==> src/rtl/assert_macros.svh <==
// Assertion macros shared by the ALU RTL.
// No dependencies; the SYNTH define removes every assertion body.
`ifndef ASSERT_MACROS_SVH
`define ASSERT_MACROS_SVH
`ifndef SYNTH
`define ASSERT_IMPLY(lbl, clk, rst, ante, cons) \
  lbl: assert property (@(posedge clk) disable iff (rst) (ante) |-> (cons)) \
    else $error("assertion failed: implication");
`define ASSERT_NEXT(lbl, clk, rst, ante, cons) \
  lbl: assert property (@(posedge clk) disable iff (rst) (ante) |=> (cons)) \
    else $error("assertion failed: next-cycle implication");
`else
`define ASSERT_IMPLY(lbl, clk, rst, ante, cons)
`define ASSERT_NEXT(lbl, clk, rst, ante, cons)
`endif
`endif

==> src/rtl/lralu_pkg.sv <==
// Package for the ALU: field types, flag layout, operation codes, constants.
// No dependencies.
`default_nettype none
package lralu_pkg;

  typedef logic [5:0]  mode_t;
  typedef logic [15:0] word_t;
  typedef logic [7:0]  byte_t;
  typedef logic [2:0]  bit_idx_t;

  typedef struct packed {
    logic z;
    logic n;
    logic h;
    logic c;
  } flags_t;

  localparam mode_t MODE_ADD   = 6'd0;
  localparam mode_t MODE_ADC   = 6'd1;
  localparam mode_t MODE_SUB   = 6'd2;
  localparam mode_t MODE_SBC   = 6'd3;
  localparam mode_t MODE_AND   = 6'd4;
  localparam mode_t MODE_OR    = 6'd5;
  localparam mode_t MODE_XOR   = 6'd6;
  localparam mode_t MODE_CP    = 6'd7;
  localparam mode_t MODE_INC   = 6'd8;
  localparam mode_t MODE_DEC   = 6'd9;
  localparam mode_t MODE_SWAP  = 6'd10;
  localparam mode_t MODE_DAA   = 6'd11;
  localparam mode_t MODE_CPL   = 6'd12;
  localparam mode_t MODE_CCF   = 6'd13;
  localparam mode_t MODE_SCF   = 6'd14;
  localparam mode_t MODE_RLCA  = 6'd15;
  localparam mode_t MODE_RLA   = 6'd16;
  localparam mode_t MODE_RRCA  = 6'd17;
  localparam mode_t MODE_RRA   = 6'd18;
  localparam mode_t MODE_RLC   = 6'd19;
  localparam mode_t MODE_RL    = 6'd20;
  localparam mode_t MODE_RRC   = 6'd21;
  localparam mode_t MODE_RR    = 6'd22;
  localparam mode_t MODE_SLA   = 6'd23;
  localparam mode_t MODE_SRA   = 6'd24;
  localparam mode_t MODE_SRL   = 6'd25;
  localparam mode_t MODE_BIT   = 6'd26;
  localparam mode_t MODE_SET   = 6'd27;
  localparam mode_t MODE_RES   = 6'd28;
  localparam mode_t MODE_ADD16 = 6'd29;
  localparam mode_t MODE_ADDSP = 6'd30;
  localparam mode_t MODE_INC16 = 6'd31;
  localparam mode_t MODE_DEC16 = 6'd32;

  localparam byte_t DAA_BCD_MAX     = 8'h99;
  localparam byte_t DAA_ADJ_HI      = 8'h60;
  localparam byte_t DAA_ADJ_LO      = 8'h06;
  localparam byte_t DAA_SUB_HI      = 8'hA0;
  localparam byte_t DAA_SUB_LO      = 8'h0A;
  localparam byte_t DAA_SUB_LO_CY   = 8'h90;
  localparam byte_t DAA_SUB_LO_NCY  = 8'hF0;
  localparam logic [3:0] NIBBLE_MAX = 4'h9;

endpackage
`default_nettype wire

==> src/rtl/lralu_if.sv <==
// Handshake channels of the ALU: request (operation and operands) and response.
// Depends on lralu_pkg.
`default_nettype none
interface lralu_req_if;
  import lralu_pkg::*;

  logic     valid;
  logic     ready;
  mode_t    mode;
  word_t    operand_a;
  word_t    operand_b;
  bit_idx_t bit_index;

  modport source (output valid, output mode, output operand_a, output operand_b,
                  output bit_index, input ready);
  modport sink (input valid, input mode, input operand_a, input operand_b,
                input bit_index, output ready);
endinterface

interface lralu_rsp_if;
  import lralu_pkg::*;

  logic       valid;
  logic       ready;
  word_t      result;
  logic [3:0] flags_out;

  modport source (output valid, output result, output flags_out, input ready);
  modport sink (input valid, input result, input flags_out, output ready);
endinterface
`default_nettype wire

==> src/rtl/cpu_alu_with_flags_core.sv <==
// 8/16-bit ALU with a Z/N/H/C flag register, top level.
// Depends on lralu_pkg, lralu_if.sv and assert_macros.svh.
//
// Usage: operations enter on the req channel (mode, operand_a, operand_b,
// bit_index) and each one produces exactly one transfer on the rsp channel
// (result, flags_out). A transfer happens when valid and ready are both high.
// The result is registered in the output register, or in the skid register when
// the receiver stalls. The flag register is updated at the request transfer, so
// the next operation sees the new flags in the very next cycle, and one operation
// per cycle is sustained while rsp.ready stays high. The whole operation is one
// combinational pass through the adders and the flag logic between the request
// and the result register.
// When the receiver stalls, one more operation is held in a skid register;
// req.ready then drops until the output register drains. req.ready comes from
// a register and does not depend on rsp.ready.
// Reset (rst, synchronous) clears the flags and empties both registers.
`default_nettype none
`include "assert_macros.svh"
module cpu_alu_with_flags_core (
  input  logic          clk,
  input  logic          rst,
  lralu_req_if.sink     req,
  lralu_rsp_if.source   rsp
);
  import lralu_pkg::*;

  flags_t flags;
  flags_t flags_next;
  word_t  res_next;

  logic   out_valid;
  word_t  out_result;
  flags_t out_flags;
  logic   skid_valid;
  word_t  skid_result;
  flags_t skid_flags;

  logic   accept;
  logic   out_free;

  byte_t      a;
  byte_t      b;
  byte_t      r8;
  byte_t      daa_adj;
  byte_t      bit_mask;
  logic       cin;
  logic [8:0] sum9;
  logic [8:0] diff9;
  logic [4:0] hsum;
  logic [4:0] hdiff;
  logic [16:0] sum17;
  logic [12:0] sum13;

  assign a = req.operand_a[7:0];
  assign b = req.operand_b[7:0];
  assign bit_mask = 8'd1 << req.bit_index;

  always_comb begin
    cin = 1'b0;
    if (req.mode == MODE_ADC || req.mode == MODE_SBC) begin
      cin = flags.c;
    end
    sum9  = {1'b0, a} + {1'b0, b} + {8'd0, cin};
    diff9 = {1'b0, a} - {1'b0, b} - {8'd0, cin};
    hsum  = {1'b0, a[3:0]} + {1'b0, b[3:0]} + {4'd0, cin};
    hdiff = {1'b0, a[3:0]} - {1'b0, b[3:0]} - {4'd0, cin};
    sum17 = {1'b0, req.operand_a} + {1'b0, req.operand_b};
    sum13 = {1'b0, req.operand_a[11:0]} + {1'b0, req.operand_b[11:0]};
  end

  always_comb begin
    daa_adj = 8'd0;
    if (!flags.n) begin
      if (a > DAA_BCD_MAX || flags.c) begin
        daa_adj = daa_adj | DAA_ADJ_HI;
      end
      if (a[3:0] > NIBBLE_MAX || flags.h) begin
        daa_adj = daa_adj | DAA_ADJ_LO;
      end
    end else begin
      if (flags.c && !flags.h) begin
        daa_adj = DAA_SUB_HI;
      end
      if (flags.h) begin
        daa_adj = DAA_SUB_LO | (flags.c ? DAA_SUB_LO_CY : DAA_SUB_LO_NCY);
      end
    end
  end

  always_comb begin
    r8 = 8'd0;
    res_next = 16'd0;
    flags_next = flags;
    case (req.mode)
      MODE_ADD, MODE_ADC: begin
        r8 = sum9[7:0];
        flags_next = '{z: (r8 == 8'd0), n: 1'b0, h: hsum[4], c: sum9[8]};
      end
      MODE_SUB, MODE_SBC, MODE_CP: begin
        r8 = (req.mode == MODE_CP) ? a : diff9[7:0];
        flags_next = '{z: (diff9[7:0] == 8'd0), n: 1'b1, h: hdiff[4], c: diff9[8]};
      end
      MODE_AND: begin
        r8 = a & b;
        flags_next = '{z: (r8 == 8'd0), n: 1'b0, h: 1'b1, c: 1'b0};
      end
      MODE_OR: begin
        r8 = a | b;
        flags_next = '{z: (r8 == 8'd0), n: 1'b0, h: 1'b0, c: 1'b0};
      end
      MODE_XOR: begin
        r8 = a ^ b;
        flags_next = '{z: (r8 == 8'd0), n: 1'b0, h: 1'b0, c: 1'b0};
      end
      MODE_INC: begin
        r8 = a + 8'd1;
        flags_next = '{z: (r8 == 8'd0), n: 1'b0, h: (a[3:0] == 4'hF), c: flags.c};
      end
      MODE_DEC: begin
        r8 = a - 8'd1;
        flags_next = '{z: (r8 == 8'd0), n: 1'b1, h: (a[3:0] == 4'h0), c: flags.c};
      end
      MODE_SWAP: begin
        r8 = {a[3:0], a[7:4]};
        flags_next = '{z: (r8 == 8'd0), n: 1'b0, h: 1'b0, c: 1'b0};
      end
      MODE_DAA: begin
        r8 = a + daa_adj;
        flags_next = '{z: (r8 == 8'd0), n: flags.n, h: 1'b0,
                       c: flags.c | (!flags.n && (a > DAA_BCD_MAX))};
      end
      MODE_CPL: begin
        r8 = ~a;
        flags_next = '{z: flags.z, n: 1'b1, h: 1'b1, c: flags.c};
      end
      MODE_CCF: begin
        r8 = a;
        flags_next = '{z: flags.z, n: 1'b0, h: 1'b0, c: !flags.c};
      end
      MODE_SCF: begin
        r8 = a;
        flags_next = '{z: flags.z, n: 1'b0, h: 1'b0, c: 1'b1};
      end
      MODE_RLCA: begin
        r8 = {a[6:0], a[7]};
        flags_next = '{z: 1'b0, n: 1'b0, h: 1'b0, c: a[7]};
      end
      MODE_RLA: begin
        r8 = {a[6:0], flags.c};
        flags_next = '{z: 1'b0, n: 1'b0, h: 1'b0, c: a[7]};
      end
      MODE_RRCA: begin
        r8 = {a[0], a[7:1]};
        flags_next = '{z: 1'b0, n: 1'b0, h: 1'b0, c: a[0]};
      end
      MODE_RRA: begin
        r8 = {flags.c, a[7:1]};
        flags_next = '{z: 1'b0, n: 1'b0, h: 1'b0, c: a[0]};
      end
      MODE_RLC: begin
        r8 = {a[6:0], a[7]};
        flags_next = '{z: (r8 == 8'd0), n: 1'b0, h: 1'b0, c: a[7]};
      end
      MODE_RL: begin
        r8 = {a[6:0], flags.c};
        flags_next = '{z: (r8 == 8'd0), n: 1'b0, h: 1'b0, c: a[7]};
      end
      MODE_RRC: begin
        r8 = {a[0], a[7:1]};
        flags_next = '{z: (r8 == 8'd0), n: 1'b0, h: 1'b0, c: a[0]};
      end
      MODE_RR: begin
        r8 = {flags.c, a[7:1]};
        flags_next = '{z: (r8 == 8'd0), n: 1'b0, h: 1'b0, c: a[0]};
      end
      MODE_SLA: begin
        r8 = {a[6:0], 1'b0};
        flags_next = '{z: (r8 == 8'd0), n: 1'b0, h: 1'b0, c: a[7]};
      end
      MODE_SRA: begin
        r8 = {a[7], a[7:1]};
        flags_next = '{z: (r8 == 8'd0), n: 1'b0, h: 1'b0, c: a[0]};
      end
      MODE_SRL: begin
        r8 = {1'b0, a[7:1]};
        flags_next = '{z: (r8 == 8'd0), n: 1'b0, h: 1'b0, c: a[0]};
      end
      MODE_BIT: begin
        r8 = a;
        flags_next = '{z: !a[req.bit_index], n: 1'b0, h: 1'b1, c: flags.c};
      end
      MODE_SET: begin
        r8 = a | bit_mask;
      end
      MODE_RES: begin
        r8 = a & ~bit_mask;
      end
      default: begin
        r8 = 8'd0;
      end
    endcase

    res_next = {8'd0, r8};
    case (req.mode)
      MODE_ADD16: begin
        res_next = sum17[15:0];
        flags_next = '{z: flags.z, n: 1'b0, h: sum13[12], c: sum17[16]};
      end
      MODE_ADDSP: begin
        res_next = req.operand_a + {{8{b[7]}}, b};
        flags_next = '{z: 1'b0, n: 1'b0, h: hsum[4], c: sum9[8]};
      end
      MODE_INC16: begin
        res_next = req.operand_a + 16'd1;
      end
      MODE_DEC16: begin
        res_next = req.operand_a - 16'd1;
      end
      default: begin
        res_next = {8'd0, r8};
      end
    endcase
  end

  assign req.ready = !skid_valid;
  assign accept    = req.valid && req.ready;
  assign out_free  = !out_valid || rsp.ready;

  always_ff @(posedge clk) begin
    if (rst) begin
      flags      <= '0;
      out_valid  <= 1'b0;
      skid_valid <= 1'b0;
    end else begin
      if (accept) begin
        flags <= flags_next;
      end
      if (out_free) begin
        out_valid  <= skid_valid || accept;
        skid_valid <= 1'b0;
      end else if (accept) begin
        skid_valid <= 1'b1;
      end
    end
  end

  always_ff @(posedge clk) begin
    if (out_free) begin
      if (skid_valid) begin
        out_result <= skid_result;
        out_flags  <= skid_flags;
      end else if (accept) begin
        out_result <= res_next;
        out_flags  <= flags_next;
      end
    end else if (accept) begin
      skid_result <= res_next;
      skid_flags  <= flags_next;
    end
  end

  assign rsp.valid     = out_valid;
  assign rsp.result    = out_result;
  assign rsp.flags_out = out_flags;

  `ASSERT_IMPLY(a_skid_behind_out, clk, rst, skid_valid, out_valid)
  `ASSERT_IMPLY(a_stall_only_when_full, clk, rst, !req.ready, rsp.valid && !$past(rsp.ready))
  `ASSERT_NEXT(a_set_keeps_flags, clk, rst, accept && req.mode == MODE_SET, flags == $past(flags))
  `ASSERT_NEXT(a_accept_gives_result, clk, rst, accept, out_valid)

endmodule
`default_nettype wire

==> src/flat_wrapper.sv <==
// flat-port wrapper written by rule: the top's interface ports become plain ports
module cpu_alu_with_flags_core_flat import lralu_pkg::*;
  (clk, rst, req_valid, req_mode, req_operand_a, req_operand_b, req_bit_index, req_ready, rsp_valid, rsp_result, rsp_flags_out, rsp_ready);
  lralu_req_if req_i ();
  lralu_rsp_if rsp_i ();
  input  logic clk;
  input  logic rst;
  input wire logic [$bits(req_i.valid)-1:0] req_valid;
  input wire logic [$bits(req_i.mode)-1:0] req_mode;
  input wire logic [$bits(req_i.operand_a)-1:0] req_operand_a;
  input wire logic [$bits(req_i.operand_b)-1:0] req_operand_b;
  input wire logic [$bits(req_i.bit_index)-1:0] req_bit_index;
  output wire logic [$bits(req_i.ready)-1:0] req_ready;
  output wire logic [$bits(rsp_i.valid)-1:0] rsp_valid;
  output wire logic [$bits(rsp_i.result)-1:0] rsp_result;
  output wire logic [$bits(rsp_i.flags_out)-1:0] rsp_flags_out;
  input wire logic [$bits(rsp_i.ready)-1:0] rsp_ready;
  assign req_i.valid = req_valid;
  assign req_i.mode = req_mode;
  assign req_i.operand_a = req_operand_a;
  assign req_i.operand_b = req_operand_b;
  assign req_i.bit_index = req_bit_index;
  assign req_ready = req_i.ready;
  assign rsp_valid = rsp_i.valid;
  assign rsp_result = rsp_i.result;
  assign rsp_flags_out = rsp_i.flags_out;
  assign rsp_i.ready = rsp_ready;
  cpu_alu_with_flags_core u_core (.clk(clk), .rst(rst), .req(req_i), .rsp(rsp_i));
endmodule
==> config.mk <==
export PLATFORM = sky130hd
export DESIGN_NAME = cpu_alu_with_flags_core_flat
export DESIGN_NICKNAME = d
export VERILOG_FILES = /design/src/rtl/lralu_pkg.sv /design/src/rtl/lralu_if.sv /design/src/rtl/cpu_alu_with_flags_core.sv /design/src/flat_wrapper.sv
export VERILOG_INCLUDE_DIRS = /design/src /design/src/rtl
export SDC_FILE = /design/constraint.sdc
export NUM_CORES = 1
export LEC_CHECK = 0
export ABC_AREA = 1
export BUFFER_PORTS_ARGS = -buffer_cell sky130_fd_sc_hd__buf_2
export CAP_MARGIN = 15
export CORE_MARGIN = 2
export CORE_UTILIZATION = 50
export CTS_CLUSTER_DIAMETER = 150
export DETAILED_ROUTE_END_ITERATION = 12
export PLACE_DENSITY = 0.8
export SYNTH_ARGS = -nofsm -noshare
export SYNTH_HDL_FRONTEND = slang
export SYNTH_SLANG_ARGS = --single-unit
==> constraint.sdc <==
create_clock -name clk -period 8.4 [get_ports clk]
set_input_delay 0.84 -clock clk [delete_from_list [all_inputs] [get_ports clk]]
set_output_delay 0.84 -clock clk [all_outputs]
set_load 0.01 [all_outputs]
# Word level (Yosys, flattened, before mapping)
# Cells that the tools add are included.
[totals] output_inout_bits=22 input_bits=45 word_cells=141 register_bits=46
[op_classes] n_lt_le_gt_ge=3 shift=1 muxes=18 addsub=16 n_reduce_logical=45 bitwise=9 eq_ne=33
[op_table] operator="one-hot mux 8 bit (20 select lines)" count=1
[op_table] operator="logical NOT 8 bit" count=14
[op_table] operator="equality test 6 x 5 -> 1 bit, second input constant" count=16
[op_table] operator="one-hot mux 4 bit (22 select lines)" count=1
[op_table] operator="one-hot mux 16 bit (4 select lines)" count=1
[op_table] operator="equality test 6 x 4 -> 1 bit, second input constant" count=8
[op_table] operator="2-to-1 mux 16 bit" count=2
[op_table] operator="2-to-1 mux 8 bit" count=4
[op_table] operator="equality test 6 x 3 -> 1 bit, second input constant" count=4
[op_table] operator="adder 16 x 16 -> 17 bit" count=1
[op_table] operator="adder 16 x 1 -> 16 bit, second input constant" count=1
[op_table] operator="adder 16 bit" count=1
[op_table] operator="bitwise AND 8 bit" count=2
[op_table] operator="NOT 8 bit" count=2
[op_table] operator="bitwise OR 8 bit" count=2
[op_table] operator="OR reduction 2 bit" count=8
[op_table] operator="subtractor 16 x 1 -> 16 bit, second input constant" count=1
[op_table] operator="logical NOT 7 bit" count=2
[op_table] operator="2-to-1 mux 7 bit" count=2
[op_table] operator="adder 12 x 12 -> 13 bit" count=1
[op_table] operator="equality test 6 x 2 -> 1 bit, second input constant" count=2
[op_table] operator="adder 8 x 8 -> 9 bit" count=1
[op_table] operator="adder 9 x 1 -> 9 bit" count=1
[op_table] operator="subtractor 8 x 8 -> 9 bit" count=1
[op_table] operator="31 further kinds" count=46

# Logic depth before layout (Yosys ltp)
# Gate-level depths: netlist of run 1.
[logic_depth] word_depth=11 mapped_depth=25 ltp_nobuf=24

# Worst setup path after synthesis of run 1
# No wires, ideal clock.
[synth_timing] kind="input -> register" startpoint="input port req_operand_a[1]" endpoint="register u_core.out_flags, in the netlist u_core.rsp.flags_out[3] (data pin)" path_slack_ps=4863 n_path_buf=1 setup_time_ps=252 arrival_time_ps=3284 t_required_ps=8148 cell_stages=23 cell_sequence="clkbuf_1 inv_1 ha_1 nand2_1 nand3_1 nand2_1 nand2_1 nand2_1 nor2_1 a21oi_1 ha_1 nand2_1 or2_2 nand4_1 nand2_1 nand3_1 nand3_1 nor2_1 nand3_1 nand2_1 nand2_1 nand2_1 nand2_1"
[synth_lines] item="start, declared" line="flat_wrapper.sv:10" text="input wire logic [$bits(req_i.operand_a)-1:0] req_operand_a;"
[synth_lines] item="end signal, assigned" line="cpu_alu_with_flags_core.sv:251" text="out_flags <= skid_flags;"
[synth_lines] item="end signal, assigned" line="cpu_alu_with_flags_core.sv:254" text="out_flags <= flags_next;"
[synth_lines] item="end, declared" line="cpu_alu_with_flags_core.sv:33" text="flags_t out_flags;"

==> run summary, run 1 <==
• number of gates given a new drive strength after cts: 0
• average cell area after synthesis: 6.33 um2
• fill cell total of the finished layout: 1332
• critical path class: in2reg
• setup repair after global routing missed its margin: no
• fraction of layout cells with a size suffix above 1: 9.83%
• most frequent cell after synthesis: nand2_1
• worst hold-check slack: 0.515 ns
• net switching share of the total power: 39.6%
• mux contribution to synthesized area: 0%
• number of global-route vias before repair: 7087
• total setup buffers inserted after CTS: 0
• data required time of the worst path: 8.58 ns
• critical path endpoint category: register
• kind of start point of the critical path: input pin
• antenna fix cells: 0
• Post-Syn Instances: 1087
• measured slew at the worst slew-check pin: 0.781 ns
• CTS tree: built
• number of buffers inserted for hold repair after clock tree synthesis: 0
• DRC errors left: 0
• compound-cell area share of the yosys netlist: 17.4%
• largest cells by area after synthesis: edfxtp_1 17%, nand2_1 16%, ha_1 12%
• maximum number of pins on one net before global-route repair: 27
• power per cell area: 118 mW/mm2
• Yosys warning total: 0
• Vert. Die Dim: 121 um
• simple logic cell fraction of the synthesized area: 35.8%
• total number of vias: 7981
• maximum buffer depth of the clock tree: 2
• clock share of power: 24.7%
• max-slew violation count: 0
• design internal power: 0.534 mW
• count of standard-cell rows: 42
• Via density: 6.07
• first-pass detailed-route iteration total: 6
• Finished Core Util: 56.3%
• #FFs+latches synth: 46
• Ports: 67
• post-synth cell types: 51
• hold violation count in the final report: 0
• Detail Route Antenna Nets: 0
• switching power total: 0.350 mW
• global-route wire length before repair: 38800 um
• share of the synthesized area in the top cell type: 17.4%
• combined global-route utilization of all metal layers: 34.3%
• number of nets at the end of the flow: 1257
• starting density of the core: 51.6%
• post-route clock skew: 0.00347 ns
• mapped cell area: 0.00688 mm2
• relative contribution of combinational cells to total power: 44.3%
• type of the worst min-delay path: reg2reg
• antenna violations before repair: 0
• number of max-capacitance violations reported: 0
• syn nets: 1206
• RD Place Congestion: 1.15
• run status: complete, no violations
• peak supply drop: 0.0706 mV
• post-route fraction of the period consumed by the critical path: 52.6%
• clk slew on worst S/H paths: 0.06 ns
• clock root cell: clkbuf_16
• area of the core region: 0.0133 mm2
• final wirelength: 25400 um
• CTS H-tree lvls: 2
• worst-path maximum fanout: 12
• TNS Setup: 0 ns
• Flop pwr share: 31.1%
• Detailed Place HPWL: 20400 um
• number of enable flip-flop cells after synthesis: 40
• Synth async-reset ratio: 0%
• Area Overhead vs Synth: 9.09%
• clock net sink count: 46
• remaining max-slew budget at the tightest pin: 47.8%
• total congestion overflow after global routing: 0
• number of buffers added on ports: 66
• final critical delay including setup and external delays: 4.42 ns
• count of final setup violators: 0
• leak pwr: 3.79 nW
• proportion of synthesized chip area in sequential cells: 19.2%
• post-synthesis xor/xnor area fraction: 3.94%
• clk_lat worst skew: 0.28 ns
• overall power of the completed layout: 0.884 mW
• Total Die Area: 0.0147 mm2
• post-detailed-route wirelength per cell: 19.3 um
• adder-cell share of the synthesized area: 14.2%
• Most used DFF post-synth: edfxtp_1
• Num CTS Buffers: 5
• list of most frequent post-synthesis cells: 293 x nand2_1, 130 x inv_1, 99 x nor2_1, 89 x nand3_1, 72 x a21oi_1
• post-synth top area cell: edfxtp_1
• Max Freq: 0.226 GHz
• violation count after the first detailed-routing iteration: 1102
• dominant combinational cell family by area after synthesis: simple AND/OR/NAND/NOR gates
• Die Span X: 121 um
• CP arrival: 4.60 ns
layout by cell type (no fill, tap or decap), types with 5 or more instances in the layout:
master,count
clkinv_1,5
nor3_1,17
clkbuf_16,5
o221ai_1,5
xor2_1,23
nand2_1,293
buf_2,66
inv_1,130
a21oi_1,72
o21ai_1,11
o211ai_1,5
nand2_2,6
xnor2_1,8
nand3b_1,6
nand3_1,89
fa_1,7
a31oi_1,15
o22ai_1,9
o2111ai_1,7
ha_1,67
edfxtp_1,40
inv_2,8
nand4_1,26
nor2_1,99
dfxtp_1,6
or2_2,8
o21ai_0,54
metrics by stage:
stage	std cells	setup slack, ns	instance area [um2]
3_3_place_gp	1307	3.85	7340
4_1_cts	1315	4.12	7510
5_1_grt	1315	3.79	7510
3_5_place_dp	1307	3.83	7340
2_1_floorplan	1087	4.86	6880
6_report	1315	3.98	7510
metal layers:
metal	global-route usage, %	share of wire (%)	vias to the layer above
met2	51.5	42	522
met3	6.95	13	55
met4	9.84	2.8	0
met5	0	0	-
li1	-	-	3772
met1	49.8	42	3632
state kept, by name (all words and copies together), names as in the netlist:
signal,flops
u_core.skid_valid,1
u_core.rsp.valid,1
u_core.flags,4
u_core.skid_flags,4
u_core.rsp.result,16
u_core.rsp.flags_out,4
u_core.skid_result,16
power by group through the flow:
stage	Clock, mW	Combinational (mW)	Sequential [mW]
floorplan	0	0.255	0.283
detailed placement	0	0.375	0.279
global placement	0	0.374	0.279
global route	0.228	0.429	0.276
finish	0.218	0.391	0.275
CTS	0.219	0.378	0.275
critical path, cell delays in order:
cell and delay (ns):
buf_2 0.14, nor2_1 0.62, nand2_1 0.16, nor3_1 0.51, inv_1 0.12, fa_1 0.43, fa_1 0.45, nand3_1 0.11
nand2_1 0.13, nand4_1 0.12, nand3_1 0.09, xor2_1 0.23, nor2_1 0.07, nor2_1 0.12, nand2_1 0.08, nand2_1 0.10
nand2_1 0.09, o21ai_1 0.13, inv_1 0.05
final cells by class:
type / count / area (um2) / area share [%]
tap: 176 / 220 / 2.93
timing repair buffer: 69 / 353 / 4.70
clock inverter: 2 / 37.5 / 0.500
sequential: 46 / 1320 / 17.6
multi-input combinational: 873 / 4910 / 65.4
clock buffer: 6 / 129 / 1.72
inverter: 143 / 537 / 7.15
final timing paths:
check / slack [ns] / end / startpoint / depth (start not counted)
worst max-delay path: 3.98 / u_core.flags[0] / req_mode[5] / 19
worst min-delay path: 0.51 / u_core.rsp.result[0] / u_core.skid_result[0] / 2
worst max register to register: 4.67 / u_core.flags[0] / u_core.flags[0] / 17
worst min register to register: 0.51 / u_core.rsp.result[0] / u_core.skid_result[0] / 2
kinds of logic (layout without fill, tap and decap cells):
kind of cell / Yosys count / after routing
AO/OA/AOI/OAI: 205 / 205
buffers and inverters: 168 / 220
adder cells (fa/ha/maj): 74 / 74
AND/OR/NAND/NOR: 563 / 563
XOR/XNOR: 31 / 31
flip-flops: 46 / 46
Power figures use the tool's default switching activity.
==> inputs of run 2 (changes only) <==
- PLACE_DENSITY: 0.8 -> 0.83
- clock period: 8.4 -> 3.8 ns (I/O delays scaled with it)
==> run 2 against run 1 <==
Compared with the run above:
- critical path depth fell by 1
- hold slack got worse by 0.17 ns
- count of clock-buffer cells in the layout fell by 1
==> run summary, run 2 (synthesis gave the netlist of run 1 again) <==
• run status: complete, no violations, unchanged
• Finished Core Util: 57.9%, was 56.3%
• final critical delay including setup and external delays: 3.51 ns
• post-route clock skew: 0.00522 ns, was 0.00347 ns
• CP arrival: 3.55 ns, was 4.60 ns
• remaining max-slew budget at the tightest pin: 57.1%, was 47.8%
• number of max-capacitance violations reported: 0, unchanged
• launch instance of the worst register-to-register path: u_core.flags[0], unchanged
• CTS H-tree lvls: 2, unchanged
• leading cell type in the layout, fill and taps excluded: nand2_1, unchanged
• post-route fraction of the period consumed by the critical path: 92.4%
• Worst Reg-to-Reg Cells: 18, was 17
• Worst Hold Launch: rst, was u_core.skid_result[0]
• global-route wire length before repair: 38500 um, was 38800 um
• data required time of the worst path: 3.84 ns, was 8.58 ns
• Via density: 5.88, was 6.07
• fraction of layout cells with a size suffix above 1: 12.4%, was 9.83%
• peak supply drop: 0.222 mV, was 0.0706 mV
• combined global-route utilization of all metal layers: 33.7%, was 34.3%
• maximum buffer depth of the clock tree: 2, unchanged
• Detail Route Antenna Nets: 0, unchanged
• Max Freq: 0.285 GHz
• DRC errors left: 0, unchanged
• number of buffers added on ports: 66, unchanged
• count of standard-cell rows: 42, unchanged
• max-slew violation count: 0, unchanged
• power per cell area: 249 mW/mm2, was 118 mW/mm2
• total congestion overflow after global routing: 0, unchanged
• violation count after the first detailed-routing iteration: 1160, was 1102
• number of gates given a new drive strength after cts: 0, unchanged
• antenna fix cells: 0, unchanged
• type of the worst min-delay path: in2reg, was reg2reg
• overall power of the completed layout: 1.93 mW, was 0.884 mW
• worst-path maximum fanout: 8, was 12
• total setup buffers inserted after CTS: 0, unchanged
• first-pass detailed-route iteration total: 6, unchanged
• worst hold-check slack: 0.341 ns, was 0.515 ns
• RD Place Congestion: 1.10, was 1.15
• kind of start point of the critical path: register, was input pin
• Die Span X: 121 um, unchanged
• number of global-route vias before repair: 7324, was 7087
• worst-case register-to-register setup slack: 0.29 ns, was 4.67 ns
• clk_lat worst skew: 0.29 ns, was 0.28 ns
• maximum number of pins on one net before global-route repair: 27, unchanged
• Vert. Die Dim: 121 um, unchanged
• CTS tree: built, unchanged
• clk slew on worst S/H paths: 0.06 ns, about the same
• area of the core region: 0.0133 mm2, unchanged
• leak pwr: 3.93 nW, was 3.79 nW
• Detailed Place HPWL: 20000 um, was 20400 um
• critical path class: reg2reg, was in2reg
• total number of vias: 7925, was 7981
• TNS Setup: 0 ns, unchanged
• measured slew at the worst slew-check pin: 0.641 ns, was 0.781 ns
• clock root cell: clkbuf_16, unchanged
• commonest cells after routing, fill and taps aside: 293 x nand2_1, 130 x inv_1, 99 x nor2_1, unchanged
• number of buffers inserted for hold repair after clock tree synthesis: 0, unchanged
• endpoint of the worst hold path: u_core.rsp.valid, was u_core.rsp.result[0]
• setup repair after global routing missed its margin: no, unchanged
• post-detailed-route wirelength per cell: 18.3 um, was 19.3 um
• Num CTS Buffers: 5, unchanged
• final wirelength: 24700 um, was 25400 um
• critical path endpoint category: register, unchanged
• Total Die Area: 0.0147 mm2, unchanged
• hold path depth: 2, unchanged
• end of the worst register-to-register path: u_core.rsp.flags_out[3], was u_core.flags[0]
• count of final setup violators: 0, unchanged
• clock net sink count: 46, unchanged
• hold violation count in the final report: 0, unchanged
• antenna violations before repair: 0, unchanged
• starting density of the core: 51.6%, unchanged
• Ports: 67, unchanged
• number of nets at the end of the flow: 1289, was 1257
• Area Overhead vs Synth: 12.3%, was 9.09%
-- run 2: how the worst max path moves through the flow --
stage / start / to / slack, ns
after floorplan: req_operand_a[1] / u_core.rsp.flags_out[3] / 0.72
after global placement: req_mode[3] / u_core.rsp.flags_out[3] / 0.22
after detailed placement: req_mode[3] / u_core.rsp.flags_out[3] / 0.17
after CTS: u_core.flags[0] / u_core.rsp.flags_out[3] / 0.37
after global routing: u_core.flags[0] / u_core.rsp.flags_out[3] / 0.11
final: u_core.flags[0] / u_core.rsp.flags_out[3] / 0.29
-- run 2: layout make-up --
class / instances / area [um2]
Fill cell: 1367 / 5620
Multi-Input combinational cell: 873 / 4910
Sequential cell: 46 / 1320
Timing Repair Buffer: 101 / 593
Inverter: 143 / 537
Tap cell: 176 / 220
Clock buffer: 5 / 125
Clock inverter: 3 / 21.3
-- run 2: per-layer routing --
layer	part of all wire, %	track usage (%)	vias to the layer above
met5	0	0	-
met4	2.9	10.1	0
met3	11	5.26	64
met2	45	53.4	460
met1	41	47.1	3567
li1	-	-	3834
-- run 2: critical path, stage by stage (launching register included) --
cell	delay, ns
dfxtp_1	0.46
inv_1	0.21
nor3_1	0.31
buf_4	0.20
fa_1	0.44
inv_1	0.16
ha_1	0.16
o21ai_0	0.11
nand2_1	0.10
nand2_1	0.06
o21bai_1	0.15
xor2_1	0.27
nor2_1	0.07
nand3_1	0.14
nand3_1	0.11
nand2_1	0.10
nand2_1	0.08
nand2_1	0.07
nand2_1	0.05
-- run 2: stage by stage --
step | setup WS (ns) | std cells | instance area [um2]
2_1_floorplan | 0.723 | 1087 | 6880
3_3_place_gp | 0.223 | 1339 | 7580
3_5_place_dp | 0.170 | 1339 | 7580
4_1_cts | 0.369 | 1347 | 7730
5_1_grt | 0.112 | 1347 | 7730
6_report | 0.290 | 1347 | 7730
-- run 2: where the power goes --
group	internal (mW)	leakage, nW	total [mW]	switching, mW
sequential	0.593	0.427	0.604	0.0108
clock	0.243	0.0698	0.428	0.185
combinational	0.308	3.44	0.893	0.586
==> inputs of run 3 (changes only) <==
- ABC_AREA: 1 -> not set
- ABC_CLOCK_PERIOD_IN_PS: not set -> 3800
==> run 3 against run 2 <==
Compared with the run above:
- non-clock buffer count rose by 53
- highest routed layer unchanged
- power is 7.2% higher
- register-to-register slack barely moved
- combinational power grew 13%
- die area grew 1.6%
- synthesized area grew 1.7%
- first-iteration DRC count rose by 8.8%
- cell area up 5.2%
- largest power group unchanged
- critical path depth is 4 lower
- synthesized cell count shrank 19%
- hold slack better by 0.032 ns
==> run summary, run 3 <==
• net switching share of the total power: 39.9%, was 40.6%
• final wirelength: 28800 um, was 24700 um
• hold violation count in the final report: 0, unchanged
• count of standard-cell rows: 43, was 42
• count of final setup violators: 0, unchanged
• violation count after the first detailed-routing iteration: 1262, was 1160
• antenna violations before repair: 0, unchanged
• total setup buffers inserted after CTS: 0, unchanged
• Design Area, Final: 0.00813 mm2, was 0.00773 mm2
• Yosys warning total: 0, unchanged
• Max Freq: 0.275 GHz, was 0.285 GHz
• total number of vias: 8165, was 7925
• total congestion overflow after global routing: 0, unchanged
• post-synth cell types: 86, was 51
• run status: complete, no violations, unchanged
• proportion of synthesized chip area in sequential cells: 18.9%, was 19.2%
• final critical delay including setup and external delays: 3.64 ns, was 3.51 ns
• clk_lat worst skew: 0.29 ns, about the same
• clk slew on worst S/H paths: 0.07 ns, was 0.06 ns
• leading cell type in the layout, fill and taps excluded: buf_4, was nand2_1
• relative contribution of combinational cells to total power: 49.0%, was 46.4%
• slowest stage cell, crit path: or3b_2, was dfxtp_1
• antenna fix cells: 0, unchanged
• slowest stage delay, CP: 0.48 ns, was 0.46 ns
• instance area after placement: 0.00798 mm2, was 0.00758 mm2
• number of max-capacitance violations reported: 0, unchanged
• clock root cell: clkbuf_16, unchanged
• DRC errors left: 0, unchanged
• number of nets at the end of the flow: 1107, was 1289
• Crit path buffers/inverters: 3, unchanged
• leak pwr: 3.37 nW, was 3.93 nW
• gate family responsible for the most delay along the worst path: simple AND/OR/NAND/NOR gates, unchanged
• commonest cells after routing, fill and taps aside: 88 x buf_4, 71 x nand2_1, 67 x ha_1, was 293 x nand2_1, 130 x inv_1, 99 x nor2_1
• measured slew at the worst slew-check pin: 0.963 ns, was 0.641 ns
• number of enable flip-flop cells after synthesis: 40, unchanged
• critical path class: in2reg, was reg2reg
• CTS tree: built, unchanged
• data required time of the worst path: 3.98 ns, was 3.84 ns
• post-synth top area cell: edfxtp_1, unchanged
• #FFs+latches synth: 46, unchanged
• Flop pwr share: 29.1%, was 31.4%
• Synth async-reset ratio: 0%, unchanged
• first-pass detailed-route iteration total: 7, was 6
• type of the worst min-delay path: in2reg, unchanged
• Detailed Place HPWL: 22200 um, was 20000 um
• fraction of layout cells with a size suffix above 1: 20.2%, was 12.4%
• kind of start point of the critical path: input pin, was register
• Detail Route Antenna Nets: 0, unchanged
• power per cell area: 254 mW/mm2, was 249 mW/mm2
• final worst-path setup slack: 0.159 ns, was 0.290 ns
• max-slew violation count: 0, unchanged
• maximum buffer depth of the clock tree: 2, unchanged
• switching power total: 0.825 mW, was 0.781 mW
• clock share of power: 21.9%, was 22.2%
• CP arrival: 3.82 ns, was 3.55 ns
• average cell area after synthesis: 7.96 um2, was 6.33 um2
• worst setup timing slack at the placement stage: -0.136 ns, was 0.170 ns
• design internal power: 1.24 mW, was 1.14 mW
• post-detailed-route wirelength per cell: 24.6 um, was 18.3 um
• post-route clock skew: 0.00494 ns, was 0.00522 ns
• number of global-route vias before repair: 7668, was 7324
• peak supply drop: 0.189 mV, was 0.222 mV
• post-route fraction of the period consumed by the critical path: 95.8%, was 92.4%
• worst-path maximum fanout: 5, was 8
• Ports: 67, unchanged
• crit-path most repeated cell: nand3_1, was nand2_1
• Via density: 6.98, was 5.88
• list of most frequent post-synthesis cells: 71 x nand2_1, 67 x ha_1, 67 x o21ai_0, 61 x nor2_1, 56 x a21oi_1, was 293 x nand2_1, 130 x inv_1, 99 x nor2_1, 89 x nand3_1, 72 x a21oi_1
• combined global-route utilization of all metal layers: 38.0%, was 33.7%
• starting density of the core: 50.8%, was 51.6%
• most frequent cell after synthesis: nand2_1, unchanged
• Post-Syn Instances: 880, was 1087
• Num CTS Buffers: 5, unchanged
• cell count after placement: 1161, was 1339
• clock net sink count: 46, unchanged
• TNS Setup: 0 ns, unchanged
• Die Span X: 122 um, was 121 um
• Vert. Die Dim: 122 um, was 121 um
• Total Die Area: 0.0150 mm2, was 0.0147 mm2
• Post-Layout Cell Count: 1169, was 1347
• syn nets: 999, was 1206
• share of the synthesized area in the top cell type: 17.2%, was 17.4%
• RD Place Congestion: 1.11, was 1.10
• Finished Core Util: 59.1%, was 57.9%
• Most used DFF post-synth: edfxtp_1, unchanged
• largest cells by area after synthesis: edfxtp_1 17%, ha_1 12%, o21ai_0 4.8%, was edfxtp_1 17%, nand2_1 16%, ha_1 12%
• remaining max-slew budget at the tightest pin: 34.1%, was 57.1%
• number of buffers added on ports: 66, unchanged
• CTS H-tree lvls: 2, unchanged
• mapped cell area: 0.00700 mm2, was 0.00688 mm2
• critical path endpoint category: register, unchanged
• fill cell total of the finished layout: 1295, was 1367
• global-route wire length before repair: 43300 um, was 38500 um
• critical path cell sequence: buf_2 -> nor4_4 -> nand3_1 -> inv_1 -> fa_1 -> ha_1 -> o21ai_1 -> nand3_1 -> nand3_1 -> or3b_2 -> nor4_1 -> buf_4 -> nor3_1 -> o41ai_1, was inv_1 -> nor3_1 -> buf_4 -> fa_1 -> inv_1 -> ha_1 -> o21ai_0 -> nand2_1 -> nand2_1 -> o21bai_1 -> xor2_1 -> nor2_1 -> nand3_1 -> nand3_1 -> nand2_1 -> nand2_1 -> nand2_1 -> nand2_1
• area of the core region: 0.0138 mm2, was 0.0133 mm2
• maximum number of pins on one net before global-route repair: 30, was 27
• Area Overhead vs Synth: 16.2%, was 12.3%
==> run 3: cell count changes after synthesis, sizes merged, moves of 13 or more <==
cell    change
nor2b      +14
nor2       -45
mux2       +16
inv       -101
clkbuf     +15
a21oi      -16
nand3      -69
o21a       +15
buf        +13
nand2     -228
xnor2      +19
==> run 3: power by group through the flow <==
stage | Clock (mW) | Sequential, mW | Combinational [mW]
final | 0.452 | 0.602 | 1.01
after floorplan | 0 | 0.620 | 0.591
after global routing | 0.466 | 0.604 | 1.07
after detailed placement | 0 | 0.612 | 0.960
after CTS | 0.449 | 0.602 | 0.969
after global placement | 0 | 0.612 | 0.942
==> run 3: final cells by class <==
type / count / area, um2 / area share [%]
Clock buffer: 5 / 125 / 1.54
Clock inverter: 3 / 23.8 / 0.292
Inverter: 38 / 143 / 1.75
Multi-Input combinational cell: 743 / 5310 / 65.2
Sequential cell: 46 / 1320 / 16.2
Tap cell: 180 / 225 / 2.77
Timing Repair Buffer: 154 / 991 / 12.2
==> run 3: metrics by stage <==
step | hold slack (ns) | total power, mW
2_1_floorplan | 0.449 | 1.21
3_3_place_gp | 0.478 | 1.55
3_5_place_dp | 0.482 | 1.57
4_1_cts | 0.373 | 2.02
5_1_grt | 0.386 | 2.14
6_report | 0.373 | 2.06
==> run 3: cell families after synthesis <==
family / count (synthesis) / share of synthesized area, %
compound gates: 297 / 28.7
xor+xnor: 44 / 5.50
fa+ha+maj: 74 / 14.0
buf+inv: 91 / 5.70
flops: 46 / 18.9
mux: 23 / 3.93
simple gates: 305 / 23.3
==> run 3: what timing repair did <==
action                                  4_1_cts  5_1_grt
hold buffers                                  0        0
endpoints found under the setup margin        0        5
gates resized for setup                       0        3
==> run 3: final timing paths <==
path	from	to	slack (ns)	cells after the start
setup reg to reg	u_core.flags[0]	u_core.flags[3]	0.29	13
hold / removal	rst	u_core.flags[1]	0.37	2
hold reg to reg	u_core.flags[1]	u_core.flags[1]	0.49	2
setup / recovery	req_mode[3]	u_core.flags[3]	0.16	14
==> run 3: per-layer routing <==
metal  vias up  GRT usage, %  wire, um
met5         -             0         0
met4         0          18.1      1620
met3       135          9.20      3610
met2       630          59.7     12700
met1      3817          48.9     10900
li1       3583             -         -
==> run 3: worst register-to-register path, stage by stage, from the launching register on <==
cell and delay [ns]:
dfxtp_1 0.39, nand3_1 0.16, inv_1 0.08, fa_1 0.53
inv_1 0.10, ha_1 0.18, o21ai_1 0.24, nand3_1 0.16
nand3_1 0.10, or3b_2 0.48, nor4_1 0.40, buf_4 0.19
nor3_1 0.04, o41ai_1 0.34
